## config.mk

```make
export PLATFORM = sky130hd
export DESIGN_NAME = source_line_classifier_core
export DESIGN_NICKNAME = d
export VERILOG_FILES = /design/src/rtl/slc_pkg.sv /design/src/rtl/slc_scan.sv /design/src/rtl/source_line_classifier_core.sv
export VERILOG_INCLUDE_DIRS = /design/src /design/src/rtl
export SDC_FILE = /design/constraint.sdc
export NUM_CORES = 1
export LEC_CHECK = 0
export BUFFER_PORTS_ARGS = -buffer_cell sky130_fd_sc_hd__buf_4
export CORE_MARGIN = 10
export CORE_UTILIZATION = 45
export CTS_CLUSTER_SIZE = 30
export DETAILED_ROUTE_END_ITERATION = 10
export GPL_TIMING_DRIVEN = 0
export HOLD_SLACK_MARGIN = 0.15
export REMOVE_ABC_BUFFERS = 1
export SLEW_MARGIN = 20
export SYNTH_ARGS = -nofsm -noshare
export SYNTH_HDL_FRONTEND = slang
export SYNTH_HIERARCHICAL = 1
export SYNTH_SLANG_ARGS = --single-unit
```

## constraint.sdc

```tcl
create_clock -name clk -period 11.98 [get_ports clk]
set_clock_uncertainty 0.05 [all_clocks]
set_input_delay 1.198 -clock clk [delete_from_list [all_inputs] [get_ports clk]]
set_output_delay 1.198 -clock clk [all_outputs]
set_load 0.05 [all_outputs]
```

## src/rtl/source_line_classifier_core_defines.svh

```systemverilog
// Assertion macros for the source line classifier.
`ifndef SOURCE_LINE_CLASSIFIER_CORE_DEFINES_SVH
`define SOURCE_LINE_CLASSIFIER_CORE_DEFINES_SVH

// same-cycle implication
`define SLC_ASSERT_NOW(lbl, clk, rst_n, ante, cons) \
	lbl: assert property (@(posedge clk) disable iff (!rst_n) (ante) |-> (cons)) \
		else $error("slc check failed");

// next-cycle implication
`define SLC_ASSERT_NEXT(lbl, clk, rst_n, ante, cons) \
	lbl: assert property (@(posedge clk) disable iff (!rst_n) (ante) |=> (cons)) \
		else $error("slc check failed");

`endif

```

## src/rtl/slc_pkg.sv

```systemverilog
// Types, constants and helpers shared by the source line classifier.
`default_nettype none
package slc_pkg;

	localparam int COUNT_W = 24;
	localparam int CHAR_W  = 16;

	localparam logic [CHAR_W-1:0] CH_LF     = CHAR_W'(10);
	localparam logic [CHAR_W-1:0] CH_CR     = CHAR_W'(13);
	localparam logic [CHAR_W-1:0] CH_SPACE  = CHAR_W'(32);
	localparam logic [CHAR_W-1:0] CH_DQUOTE = CHAR_W'(34);
	localparam logic [CHAR_W-1:0] CH_QUOTE  = CHAR_W'(39);
	localparam logic [CHAR_W-1:0] CH_LPAREN = CHAR_W'(40);
	localparam logic [CHAR_W-1:0] CH_RPAREN = CHAR_W'(41);
	localparam logic [CHAR_W-1:0] CH_STAR   = CHAR_W'(42);
	localparam logic [CHAR_W-1:0] CH_SLASH  = CHAR_W'(47);
	localparam logic [CHAR_W-1:0] CH_BSLASH = CHAR_W'(92);
	localparam logic [CHAR_W-1:0] CH_LBRACE = CHAR_W'(123);
	localparam logic [CHAR_W-1:0] CH_RBRACE = CHAR_W'(125);

	localparam logic LANG_CPP    = 1'b0;
	localparam logic LANG_PASCAL = 1'b1;

	typedef enum logic [7:0] {
		S_NORMAL   = 8'b0000_0001,
		S_OPEN     = 8'b0000_0010,
		S_PAIR     = 8'b0000_0100,
		S_LINECMT  = 8'b0000_1000,
		S_STARCMT  = 8'b0001_0000,
		S_BRACECMT = 8'b0010_0000,
		S_STRING   = 8'b0100_0000,
		S_CLOSED   = 8'b1000_0000
	} scan_mode_t;

	typedef struct packed {
		logic [CHAR_W-1:0] char_code;
		logic              last_char;
	} char_item_t;

	typedef struct packed {
		logic [COUNT_W-1:0] code_lines;
		logic [COUNT_W-1:0] comment_lines;
		logic [COUNT_W-1:0] blank_lines;
		logic [COUNT_W-1:0] total_lines;
	} count_item_t;

	// running totals handed from the scanner to the summing stage
	typedef struct packed {
		logic [COUNT_W-1:0] code;
		logic [COUNT_W-1:0] comment;
		logic [COUNT_W-1:0] blank;
		logic [COUNT_W-1:0] dup;
	} counts_t;

	function automatic logic is_break(input logic [CHAR_W-1:0] c);
		return (c == CH_LF) || (c == CH_CR);
	endfunction

	// saturating add of 0..3 (callers add at most 2)
	function automatic logic [COUNT_W-1:0] sat_add(input logic [COUNT_W-1:0] v,
			input logic [1:0] n);
		logic [COUNT_W:0] s;
		s = {1'b0, v} + (COUNT_W+1)'(n);
		return s[COUNT_W] ? {COUNT_W{1'b1}} : s[COUNT_W-1:0];
	endfunction

endpackage
`default_nettype wire

```

## src/rtl/slc_scan.sv

```systemverilog
// Character scanner: mode tracking, line counters and end-of-file totals.
`default_nettype none
module slc_scan
	import slc_pkg::*;
(
	input  wire logic              clk,
	input  wire logic              arst_n,
	input  wire logic              fire,
	input  wire logic              last,
	input  wire logic [CHAR_W-1:0] char_code,
	input  wire logic              pas,
	output counts_t                fin
);

	scan_mode_t         mode_q;
	logic [CHAR_W-1:0]  held_q;
	logic               lht_q, bsp_q, code_run_q, line_seen_q, end_code_q;
	counts_t            cnt_q;

	scan_mode_t         m;
	logic [CHAR_W-1:0]  h, c;
	logic               lht, bsp, cr, ls, eic;
	logic               i_code, i_cmt, i_blank, i_dup;
	logic               f_code, f_cmt, f_blank;
	logic               do_norm, brk_c, swallowed, closed, lht_f;
	counts_t            nxt;

	always_comb begin
		m = mode_q; h = held_q; lht = lht_q; bsp = bsp_q;
		cr = code_run_q; ls = line_seen_q; eic = end_code_q;
		i_code = 1'b0; i_cmt = 1'b0; i_blank = 1'b0; i_dup = 1'b0;
		f_code = 1'b0; f_cmt = 1'b0; f_blank = 1'b0;
		do_norm = 1'b0; swallowed = 1'b0; closed = 1'b0; lht_f = 1'b0;
		c = char_code;
		brk_c = is_break(c);

		unique case (mode_q)
			S_OPEN: begin
				h = '0;
				m = S_NORMAL;
				if (held_q == CH_SLASH && c == CH_SLASH) begin
					if (cr) begin i_code = 1'b1; i_dup = 1'b1; end
					lht = 1'b0; ls = 1'b0; cr = 1'b0;
					i_cmt = 1'b1;
					m = S_LINECMT;
				end else if (c == CH_STAR && ((held_q == CH_SLASH && !pas) ||
						(held_q == CH_LPAREN && pas))) begin
					if (cr) begin i_code = 1'b1; i_dup = 1'b1; end
					lht = 1'b0; ls = 1'b0; cr = 1'b0;
					m = S_STARCMT;
				end else begin
					// the held opener was ordinary text after all
					cr = 1'b1; ls = 1'b1;
					if (held_q > CH_SPACE) lht = 1'b1;
					do_norm = 1'b1;
				end
			end
			S_PAIR: begin
				h = '0;
				m = S_NORMAL;
				if (!(brk_c && c != held_q)) do_norm = 1'b1;
			end
			S_LINECMT: begin
				if (brk_c) begin m = S_PAIR; h = c; end
			end
			S_STARCMT: begin
				if (is_break(held_q)) begin
					h = '0;
					swallowed = brk_c && c != held_q;
				end
				if (!swallowed) begin
					if (h == CH_STAR) begin
						h = '0;
						if (c == (pas ? CH_RPAREN : CH_SLASH)) begin
							closed = 1'b1;
							m = S_CLOSED; eic = 1'b0;
						end
					end
					if (!closed) begin
						if (brk_c) begin i_cmt = 1'b1; h = c; end
						else if (c == CH_STAR) h = c;
					end
				end
			end
			S_BRACECMT: begin
				if (is_break(held_q)) begin
					h = '0;
					swallowed = brk_c && c != held_q;
				end
				if (!swallowed) begin
					if (c == CH_RBRACE) begin
						m = S_CLOSED; eic = 1'b0; h = '0;
					end else if (brk_c) begin
						i_cmt = 1'b1; h = c;
					end
				end
			end
			S_STRING: begin
				if (is_break(held_q)) begin
					h = '0;
					swallowed = brk_c && c != held_q;
				end
				if (!swallowed) begin
					if (brk_c) begin
						i_code = 1'b1; h = c; bsp = 1'b0;
					end else if (pas) begin
						if (c == CH_QUOTE) begin m = S_CLOSED; eic = 1'b1; h = c; end
					end else if (c == CH_DQUOTE) begin
						if (!bsp) begin m = S_CLOSED; eic = 1'b1; h = '0; end
						else bsp = 1'b0;
					end else if (c == CH_BSLASH) begin
						bsp = ~bsp;
					end else begin
						bsp = 1'b0;
					end
				end
			end
			S_CLOSED: begin
				// Pascal doubled quote reopens the string
				if (held_q == CH_QUOTE && pas && c == CH_QUOTE) begin
					m = S_STRING; h = '0; bsp = 1'b0;
				end else begin
					h = '0;
					lht = 1'b0; ls = 1'b0; cr = 1'b0;
					if (brk_c) begin
						if (end_code_q) i_code = 1'b1; else i_cmt = 1'b1;
						m = S_PAIR; h = c;
					end else begin
						m = S_NORMAL;
						do_norm = 1'b1;
					end
				end
			end
			default: do_norm = 1'b1;
		endcase

		if (do_norm) begin
			if (brk_c) begin
				if (lht) i_code = 1'b1; else i_blank = 1'b1;
				lht = 1'b0; ls = 1'b1; cr = 1'b0;
				m = S_PAIR; h = c;
			end else if (c == (pas ? CH_QUOTE : CH_DQUOTE)) begin
				lht = 1'b0; ls = 1'b0; cr = 1'b0;
				m = S_STRING; h = '0; bsp = 1'b0;
			end else if (pas && c == CH_LBRACE) begin
				if (cr) begin i_code = 1'b1; i_dup = 1'b1; end
				lht = 1'b0; ls = 1'b0; cr = 1'b0; h = '0;
				m = S_BRACECMT;
			end else if (c == CH_SLASH || (pas && c == CH_LPAREN)) begin
				m = S_OPEN; h = c;
			end else begin
				cr = 1'b1; ls = 1'b1;
				if (c > CH_SPACE) lht = 1'b1;
			end
		end

		// end-of-file closing line, judged on the state after this character
		unique case (m)
			S_OPEN: begin
				lht_f = lht || (h > CH_SPACE);
				if (lht_f) f_code = 1'b1; else f_blank = 1'b1;
			end
			S_NORMAL, S_PAIR: begin
				if (ls) begin
					if (lht) f_code = 1'b1; else f_blank = 1'b1;
				end
			end
			S_STARCMT, S_BRACECMT: f_cmt = 1'b1;
			S_STRING: f_code = 1'b1;
			S_CLOSED: begin
				if (eic) f_code = 1'b1; else f_cmt = 1'b1;
			end
			default: f_code = 1'b0;
		endcase

		nxt.code    = sat_add(cnt_q.code,
				2'(i_code) + 2'(last && f_code));
		nxt.comment = sat_add(cnt_q.comment,
				2'(i_cmt) + 2'(last && f_cmt));
		nxt.blank   = sat_add(cnt_q.blank,
				2'(i_blank) + 2'(last && f_blank));
		nxt.dup     = sat_add(cnt_q.dup, 2'(i_dup));
	end

	assign fin = nxt;

	always_ff @(posedge clk or negedge arst_n) begin
		if (!arst_n) begin
			mode_q      <= S_NORMAL;
			held_q      <= '0;
			lht_q       <= 1'b0;
			bsp_q       <= 1'b0;
			code_run_q  <= 1'b0;
			line_seen_q <= 1'b0;
			end_code_q  <= 1'b0;
			cnt_q       <= '0;
		end else if (fire) begin
			if (last) begin
				// file done: back to the reset picture for the next file
				mode_q      <= S_NORMAL;
				held_q      <= '0;
				lht_q       <= 1'b0;
				bsp_q       <= 1'b0;
				code_run_q  <= 1'b0;
				line_seen_q <= 1'b0;
				end_code_q  <= 1'b0;
				cnt_q       <= '0;
			end else begin
				mode_q      <= m;
				held_q      <= h;
				lht_q       <= lht;
				bsp_q       <= bsp;
				code_run_q  <= cr;
				line_seen_q <= ls;
				end_code_q  <= eic;
				cnt_q       <= nxt;
			end
		end
	end

endmodule
`default_nettype wire

```

## src/rtl/source_line_classifier_core.sv

```systemverilog
// Top level of the source line classifier: handshakes, pipeline and totals.
//
//  channel   direction  handshake               payload
//  char      in         char_valid/char_stall   char_item_t  (one character)
//  count     out        count_valid/count_stall count_item_t (four totals)
//  cfg       in         cfg_we                  cfg_wdata    (language mode)
//
// One character per cycle while char_stall is low; the scan state update is the loop that sets it.
// A file's totals leave after its last character is taken, through the input register,
// the count snapshot and the output register.
// Reset clears the scan state, counters, language mode and all valid flags.
// A stall on the count side holds back only a last character when the snapshot
// stage is still occupied; other characters keep flowing.
`default_nettype none
`include "source_line_classifier_core_defines.svh"
module source_line_classifier_core
	import slc_pkg::*;
(
	input  wire logic        clk,
	input  wire logic        arst_n,
	input  wire logic        char_valid,
	output logic             char_stall,
	input  wire char_item_t  char_item,
	output logic             count_valid,
	input  wire logic        count_stall,
	output count_item_t      count_item,
	input  wire logic        cfg_we,
	input  wire logic        cfg_wdata
);

	logic        lang_q;
	logic        vld_s1, vld_s2;
	char_item_t  item_s1;
	counts_t     cnt_s2, fin;
	logic        go1, go2, fire, accept;

	logic [COUNT_W+1:0] sum3, dup_x, diff;
	logic [COUNT_W-1:0] total;

	assign go2    = vld_s2 && (!count_valid || !count_stall);
	assign go1    = !(item_s1.last_char && vld_s2 && !go2);
	assign fire   = vld_s1 && go1;
	assign char_stall = vld_s1 && !go1;
	assign accept = char_valid && !char_stall;

	always_ff @(posedge clk or negedge arst_n) begin
		if (!arst_n) lang_q <= LANG_CPP;
		else if (cfg_we) lang_q <= cfg_wdata;
	end

	always_ff @(posedge clk or negedge arst_n) begin
		if (!arst_n) begin
			vld_s1      <= 1'b0;
			vld_s2      <= 1'b0;
			count_valid <= 1'b0;
		end else begin
			if (accept) vld_s1 <= 1'b1;
			else if (fire) vld_s1 <= 1'b0;

			if (fire && item_s1.last_char) vld_s2 <= 1'b1;
			else if (go2) vld_s2 <= 1'b0;

			if (go2) count_valid <= 1'b1;
			else if (!count_stall) count_valid <= 1'b0;
		end
	end

	always_ff @(posedge clk) begin
		if (accept) item_s1 <= char_item;
		if (fire && item_s1.last_char) cnt_s2 <= fin;
		if (go2) begin
			count_item.code_lines    <= cnt_s2.code;
			count_item.comment_lines <= cnt_s2.comment;
			count_item.blank_lines   <= cnt_s2.blank;
			count_item.total_lines   <= total;
		end
	end

	slc_scan u_scan (
		.clk       (clk),
		.arst_n    (arst_n),
		.fire      (fire),
		.last      (item_s1.last_char),
		.char_code (item_s1.char_code),
		.pas       (lang_q == LANG_PASCAL),
		.fin       (fin)
	);

	// total = code + comment + blank - duplicates, clamped at both ends
	always_comb begin
		sum3  = (COUNT_W+2)'(cnt_s2.code) + (COUNT_W+2)'(cnt_s2.comment)
				+ (COUNT_W+2)'(cnt_s2.blank);
		dup_x = (COUNT_W+2)'(cnt_s2.dup);
		diff  = (sum3 > dup_x) ? (sum3 - dup_x) : '0;
		total = (diff[COUNT_W+1:COUNT_W] != 2'b00) ? {COUNT_W{1'b1}}
				: diff[COUNT_W-1:0];
	end

	`SLC_ASSERT_NOW(a_last_held, clk, arst_n,
		vld_s1 && item_s1.last_char && vld_s2 && !go2, char_stall)
	`SLC_ASSERT_NEXT(a_last_to_s2, clk, arst_n, fire && item_s1.last_char, vld_s2)
	`SLC_ASSERT_NEXT(a_s2_to_out, clk, arst_n, go2, count_valid && !vld_s2 || vld_s2)

endmodule
`default_nettype wire

```

### Yosys cells after proc, flatten, opt, wreduce, memory -nomap -nowiden

Index checks and enable logic that the tools add are counted.

| word-level totals | value |
|---|---|
| flip-flop bits (word level) | 338 |
| bits of input ports | 23 |
| output and inout bits | 98 |

| operators by class | value |
|---|---|
| add/sub/neg operators | 10 |
| $lt $le $gt $ge | 4 |
| equality and inequality tests | 34 |
| muxes and demuxes | 173 |
| bitwise gates (word level) | 1 |
| reduce and logical (&&, ||, !) cells | 38 |

Operators with widths:

| cell | number |
|---|---|
| 2-to-1 mux 16 bit | 25 |
| 2-to-1 mux 8 bit | 20 |
| == test 16 x 6 -> 1 bit, second input constant | 9 |
| 2-to-1 mux 1 bit | 105 |
| 2-to-1 mux 24 bit | 4 |
| 2-to-1 mux 96 bit | 1 |
| one-hot mux 16 bit (6 select lines) | 1 |
| adder 24 x 2 -> 25 bit | 3 |
| == test 16 x 4 -> 1 bit, second input constant | 4 |
| one-hot mux 8 bit (7 select lines) | 1 |
| == test 16 x 7 -> 1 bit, second input constant | 3 |
| > comparator 16 x 6 -> 1 bit, second input constant | 3 |
| == test 16 bit | 2 |
| adder 25 x 24 -> 26 bit | 1 |
| > comparator 26 x 24 -> 1 bit | 1 |
| 2-to-1 mux 26 bit | 1 |
| subtractor 26 x 24 -> 26 bit | 1 |
| adder 24 x 1 -> 25 bit | 1 |
| adder 24 x 24 -> 25 bit | 1 |
| logical AND 1 bit | 19 |
| == test 8 x 2 -> 1 bit, second input constant | 2 |
| == test 8 x 3 -> 1 bit, second input constant | 2 |
| == test 8 x 5 -> 1 bit, second input constant | 2 |
| == test 8 x 6 -> 1 bit, second input constant | 2 |
| other kinds (18) | 46 |

### Depth between registers and ports, before layout

| depth | value |
|---|---|
| depth in word-level cells | 25 |
| depth in mapped cells | 26 |
| gate-level depth less buffers | 22 |

### Modules after synthesis

The synthesis kept the hierarchy.

Modules (own cells, without submodules):

| module | instances | cells each | area each (µm²) | sequential area each (µm²) |
|---|---|---|---|---|
| source_line_classifier_core | 1 | 668 | 9970.8 | 6376.1 |
| slc_scan | 1 | 1260 | 9585.4 | 3129.3 |

### Worst setup path after synthesis

OpenSTA, ideal clock, no wires.

| timing | value |
|---|---|
| path kind | input port to flip-flop |
| start | in count_stall |
| end | reg count_item[0] (netlist name), enable pin |
| library setup time | 0.696 ns |
| data arrival time | 8.159 ns |
| required time | 11.234 ns |
| slack | 3.075 ns |
| stages on the path | 1 |
| buffers on the path | 0 |
| cell sequence | a21boi_0 |

| between the ends | value |
|---|---|
| cells in the longest elaborated chain, start to end | 3 |

RTL lines:

| item | line | RTL |
|---|---|---|
| start, declared | source_line_classifier_core.sv:25 | `input wire logic count_stall,` |
| logical NOT 1 bit | -- |  |
| logical OR 1 bit | source_line_classifier_core.sv:40 | `assign go2 = vld_s2 && (!count_valid \|\| !count_stall);` |
| logical AND 1 bit | source_line_classifier_core.sv:40 |  |
| end, declared | source_line_classifier_core.sv:26 | `output count_item_t count_item,` |

No other way between the ends.
A chain may end at the register's enable or synchronous reset.

### Final worst setup path

| timing | value |
|---|---|
| start | reg item_s1[1] (netlist name) |
| end | reg u_scan/cnt_q[31] (netlist name) |

| between the ends | value |
|---|---|
| cells in the longest elaborated chain, start to end | 22 |
| elaborated cells on any way between the ends | 112 |
| those cells by class | 2 x add/sub; 2 x order compare; 15 x eq/ne; 82 x mux; 11 x reduce/logical |

RTL lines:

| item | line | RTL |
|---|---|---|
| start, declared | source_line_classifier_core.sv:33 | `char_item_t item_s1;` |
| start signal, assigned | source_line_classifier_core.sv:69 | `if (accept) item_s1 <= char_item;` |
| == test 16 bit | slc_scan.sv:74 | `if (c == (pas ? CH_RPAREN : CH_SLASH)) begin` |
| 2-to-1 mux 1 bit | slc_scan.sv:74 |  |
| 2-to-1 mux 1 bit | slc_scan.sv:72 | `if (h == CH_STAR) begin` |
| 2-to-1 mux 1 bit | slc_scan.sv:71 | `if (!swallowed) begin` |
| 2-to-1 mux 1 bit | slc_scan.sv:37 | `unique case (mode_q)` |
| 2-to-1 mux 16 bit | slc_scan.sv:79 | `if (!closed) begin` |
| 2-to-1 mux 16 bit | slc_scan.sv:71 |  |
| one-hot mux 16 bit (6 select lines) | slc_scan.sv:37 |  |
| (+6 left out) | -- |  |
| logical OR 1 bit | slc_scan.sv:160 | `lht_f = lht \|\| (h > CH_SPACE);` |
| 2-to-1 mux 1 bit | slc_scan.sv:161 | `if (lht_f) f_code = 1'b1; else f_blank = 1'b1;` |
| one-hot mux 1 bit (2 select lines) | slc_scan.sv:158 | `unique case (m)` |
| logical AND 1 bit | slc_scan.sv:181 | `2'(i_blank) + 2'(last && f_blank));` |
| adder 1 x 1 -> 2 bit (*) | slc_scan.sv:181 |  |
| adder 24 x 2 -> 25 bit (*) | slc_pkg.sv:63 | `s = {1'b0, v} + (COUNT_W+1)'(n);` |
| 2-to-1 mux 24 bit (*) | slc_pkg.sv:64 | `return s[COUNT_W] ? {COUNT_W{1'b1}} : s[COUNT_W-1:0];` |
| 2-to-1 mux 96 bit (*) | slc_scan.sv:198 | `if (last) begin` |
| end signal, assigned | slc_scan.sv:216 | `cnt_q <= nxt;` |
| end, declared | slc_scan.sv:18 | `counts_t cnt_q;` |

Mark *: on every way between the ends. The rest lies on a longest branch, timed or not. The select of a mux whose other input is x is not followed.

==> flow_summary.json <==
{
  "fillers": 3897,
  "synth_top_area_share_pct": 32.1,
  "yosys_warnings": 6,
  "cts_setup_buffers": 0,
  "syn_avg_cell_area_um2": 10.1,
  "start_kind": "flop",
  "cts_resized": 0,
  "finalInstanceArea_um2": 22700,
  "root_buffer": "clkbuf_16",
  "synth_flop_cell": "edfxtp_1",
  "async_reset_ff_share_pct": 38.2,
  "switching_share_pct": 29.0,
  "hpwl_mm": 39.2,
  "syn_area_um2": 19600,
  "antenna_found_initial": 0,
  "crit_fanout": 36,
  "core-area_um2": 43000,
  "cts_made_buffers": 40,
  "p_clk_share_pct": 39.3,
  "wl_mm": 53.9,
  "combPwrFrac_pct": 19.5,
  "drt_iter0_markers": 1209,
  "fin_crit_sh_pct": 64.6,
  "grt_use_met2_pct": 31.3,
  "ys_types": 98,
  "min_path_type": "flop to flop",
  "power_leakage_uw": 0.00956,
  "std_cell_rows": 76,
  "r2r-start": "item_s1[1]",
  "ioPinCount": 121,
  "crit_required_ns": 12.42,
  "p_switching_uw": 944,
  "ys_ff_latch": 338,
  "slew_headroom_pct": 26.3,
  "p_total_uw": 3250,
  "status": "finished clean",
  "placed_area_um2": 21300,
  "drive_above_1_share_pct": 14.3,
  "rrSetupSlack_ns": 4.24,
  "crit_type": "flop to flop",
  "dr_total_vias": 15400,
  "fin_setup_tns_ns": 0,
  "area_delta_synth_final_pct": 16.0,
  "nets": 2111,
  "p_seq_share_pct": 41.2,
  "yosys.area.top_type": "edfxtp_1",
  "path_clk_slew_ns": 0.06,
  "cp.arrival_ns": 8.18,
  "cts_buffer_depth": 3,
  "grt_max_degree": 89,
  "antennaDiodeCount": 0,
  "p_int_uw": 2310,
  "power.density_nw_per_um2": 143,
  "grt_use_total_pct": 20.3,
  "holdPathEnd": "u_scan/bsp_q",
  "avgViaCountPerCell": 5.86,
  "hold_start": "u_scan/bsp_q",
  "fin_util_pct": 52.8,
  "slew_viol_final": 0,
  "io_buffers": 120,
  "rsz0062_at_grt": "no",
  "cp-end-kind": "flop",
  "remaining_drc_errors": 0,
  "worstMarginPinSlew_ns": 1.10,
  "use_met1_pct": 28.2,
  "detailedRoute.firstPassIterationCount": 5,
  "vdd_drop_max_uv": 94.7,
  "hold_viol_final": 0,
  "route.antenna.remaining_nets": 0,
  "grt_busiest_layer": "met2",
  "die_height_um": 228,
  "dieArea_um2": 52200,
  "cts_tree": "yes",
  "hold_depth": 1,
  "clk_latency_ns": 0.57,
  "layout_commonest_cell": "nand2_1",
  "reg2reg_depth": 18,
  "mostFrequentLayoutCells": "210 x nand2_1, 209 x edfxtp_1, 186 x a21oi_1",
  "cts_hold_buffers": 0,
  "fmax_mhz": 129,
  "clock-sinks": 338,
  "cap_violations": 0,
  "grt_pass1_wl_mm": 85.2,
  "setup_viol": 0,
  "grtUsageMet3_pct": 3.33,
  "syn_inst": 1928,
  "grt_overflow_total": 0,
  "die-width_um": 228,
  "drt-wirelength-per-cell_um": 20.5,
  "startpoint": "item_s1[1]",
  "grt_pass1_vias": 15100,
  "synth_area_leaders": "edfxtp_1 32%, dfrtp_1 16%, a21oi_1 4.8%",
  "place_congestion": 0.881,
  "yosysSeqAreaShare_pct": 48.6,
  "htreeDepth": 2,
  "synth_edf_count": 209,
  "fin_crit_ns": 7.74,
  "regToRegEndpoint": "u_scan/cnt_q[31]",
  "start_util_pct": 45.5
}
==> synth_stat cells, types with 17 or more instances <==
cell type  count
ha_1          52
and3_1        47
nand2_1      210
nand3_1       83
fa_1          29
nor3_1        27
a21o_1        20
a22o_1        20
inv_1         73
nor2_1       136
a21oi_1      186
o22a_1        17
o21ai_1       27
and2_1        24
o21a_1        21
nand2b_1      18
o21ai_0       67
dfrtp_1      128
edfxtp_1     209
nand4_1       34
a31oi_1       34
xnor2_1       90
xor2_1        22
clkbuf_1      88
o211ai_2      17
==> worst max-delay path by stage <==
stage	end	slack, ns
6_report	u_scan/cnt_q[31]	4.24
5_1_grt	u_scan/cnt_q[39]	3.72
4_1_cts	u_scan/cnt_q[39]	4.40
3_5_place_dp	u_scan/cnt_q[39]	4.45
3_3_place_gp	count_item[5]	-0.93
2_1_floorplan	count_item[0]	3.08
==> final cells by class <==
| class | count | area (um^2) | share of cell area [%] |
|---|---|---|---|
| multi-input cells | 1408 | 9370 | 41.3 |
| repair buffers | 144 | 1410 | 6.21 |
| clock buffers | 52 | 1130 | 4.97 |
| inverters | 75 | 289 | 1.27 |
| flip-flops and latches | 338 | 9510 | 41.9 |
| clock inverters | 22 | 258 | 1.14 |
| well taps | 585 | 732 | 3.23 |
==> through the flow <==
stage                     hold WS, ns  instances  setup slack (ns)
final                           0.430       2624              4.24
after global routing            0.453       2624              3.72
after CTS                       0.437       2624              4.40
after detailed placement        0.420       2550              4.45
after global placement          0.410       2526            -0.928
after floorplan                 0.376       1821              3.08
==> state kept, by name (all words and copies together) (netlist names), 8 cells and up <==
name           count
count_item        96
u_scan/cnt_q      96
item_s1           17
u_scan/held_q     16
cnt_s2            96
u_scan/mode_q      8
==> layer usage <==
metal  up-vias  part of all wire, %
li1       7266                    -
met1      7502                   46
met2       525                   45
met3        77                  6.4
met4         0                  2.9
met5         -                    0
==> cells by family (layout without fill, tap and decap cells) <==
group / Yosys count / after routing / share of synthesized area (%)
multiplexers: 6 / 6 / 0.345
flip-flops: 338 / 338 / 48.6
adder cells (fa/ha/maj): 81 / 81 / 6.30
buffers and inverters: 182 / 293 / 3.86
XOR/XNOR: 112 / 112 / 5.02
AO/OA/AOI/OAI: 534 / 534 / 18.6
AND/OR/NAND/NOR: 675 / 675 / 17.3
==> power groups by stage <==
| stage | registers (uW) | clock network (uW) | logic, uW |
|---|---|---|---|
| finish | 1340 | 1280 | 635 |
| global route | 1340 | 1360 | 692 |
| CTS | 1340 | 1310 | 639 |
| detailed placement | 1360 | 0 | 636 |
| global placement | 1380 | 0 | 603 |
| floorplan | 1480 | 0 | 329 |
==> worst max-delay path: stages, from the launching register on <==
cell	delay, ns
edfxtp_1	0.68
or3b_1	0.60
a2111oi_0	0.62
nand2_1	0.50
a211oi_2	0.49
o21a_1	0.43
nor2_1	0.14
nor2_1	0.34
nand4_1	0.19
fa_1	0.44
inv_1	0.10
ha_1	0.22
and3_1	0.27
nor4bb_1	0.47
and2_1	0.38
nand3_1	0.34
or3_2	0.88
a41o_1	0.35
a21oi_1	0.13
Note: power is estimated with default switching activity, not from simulation.
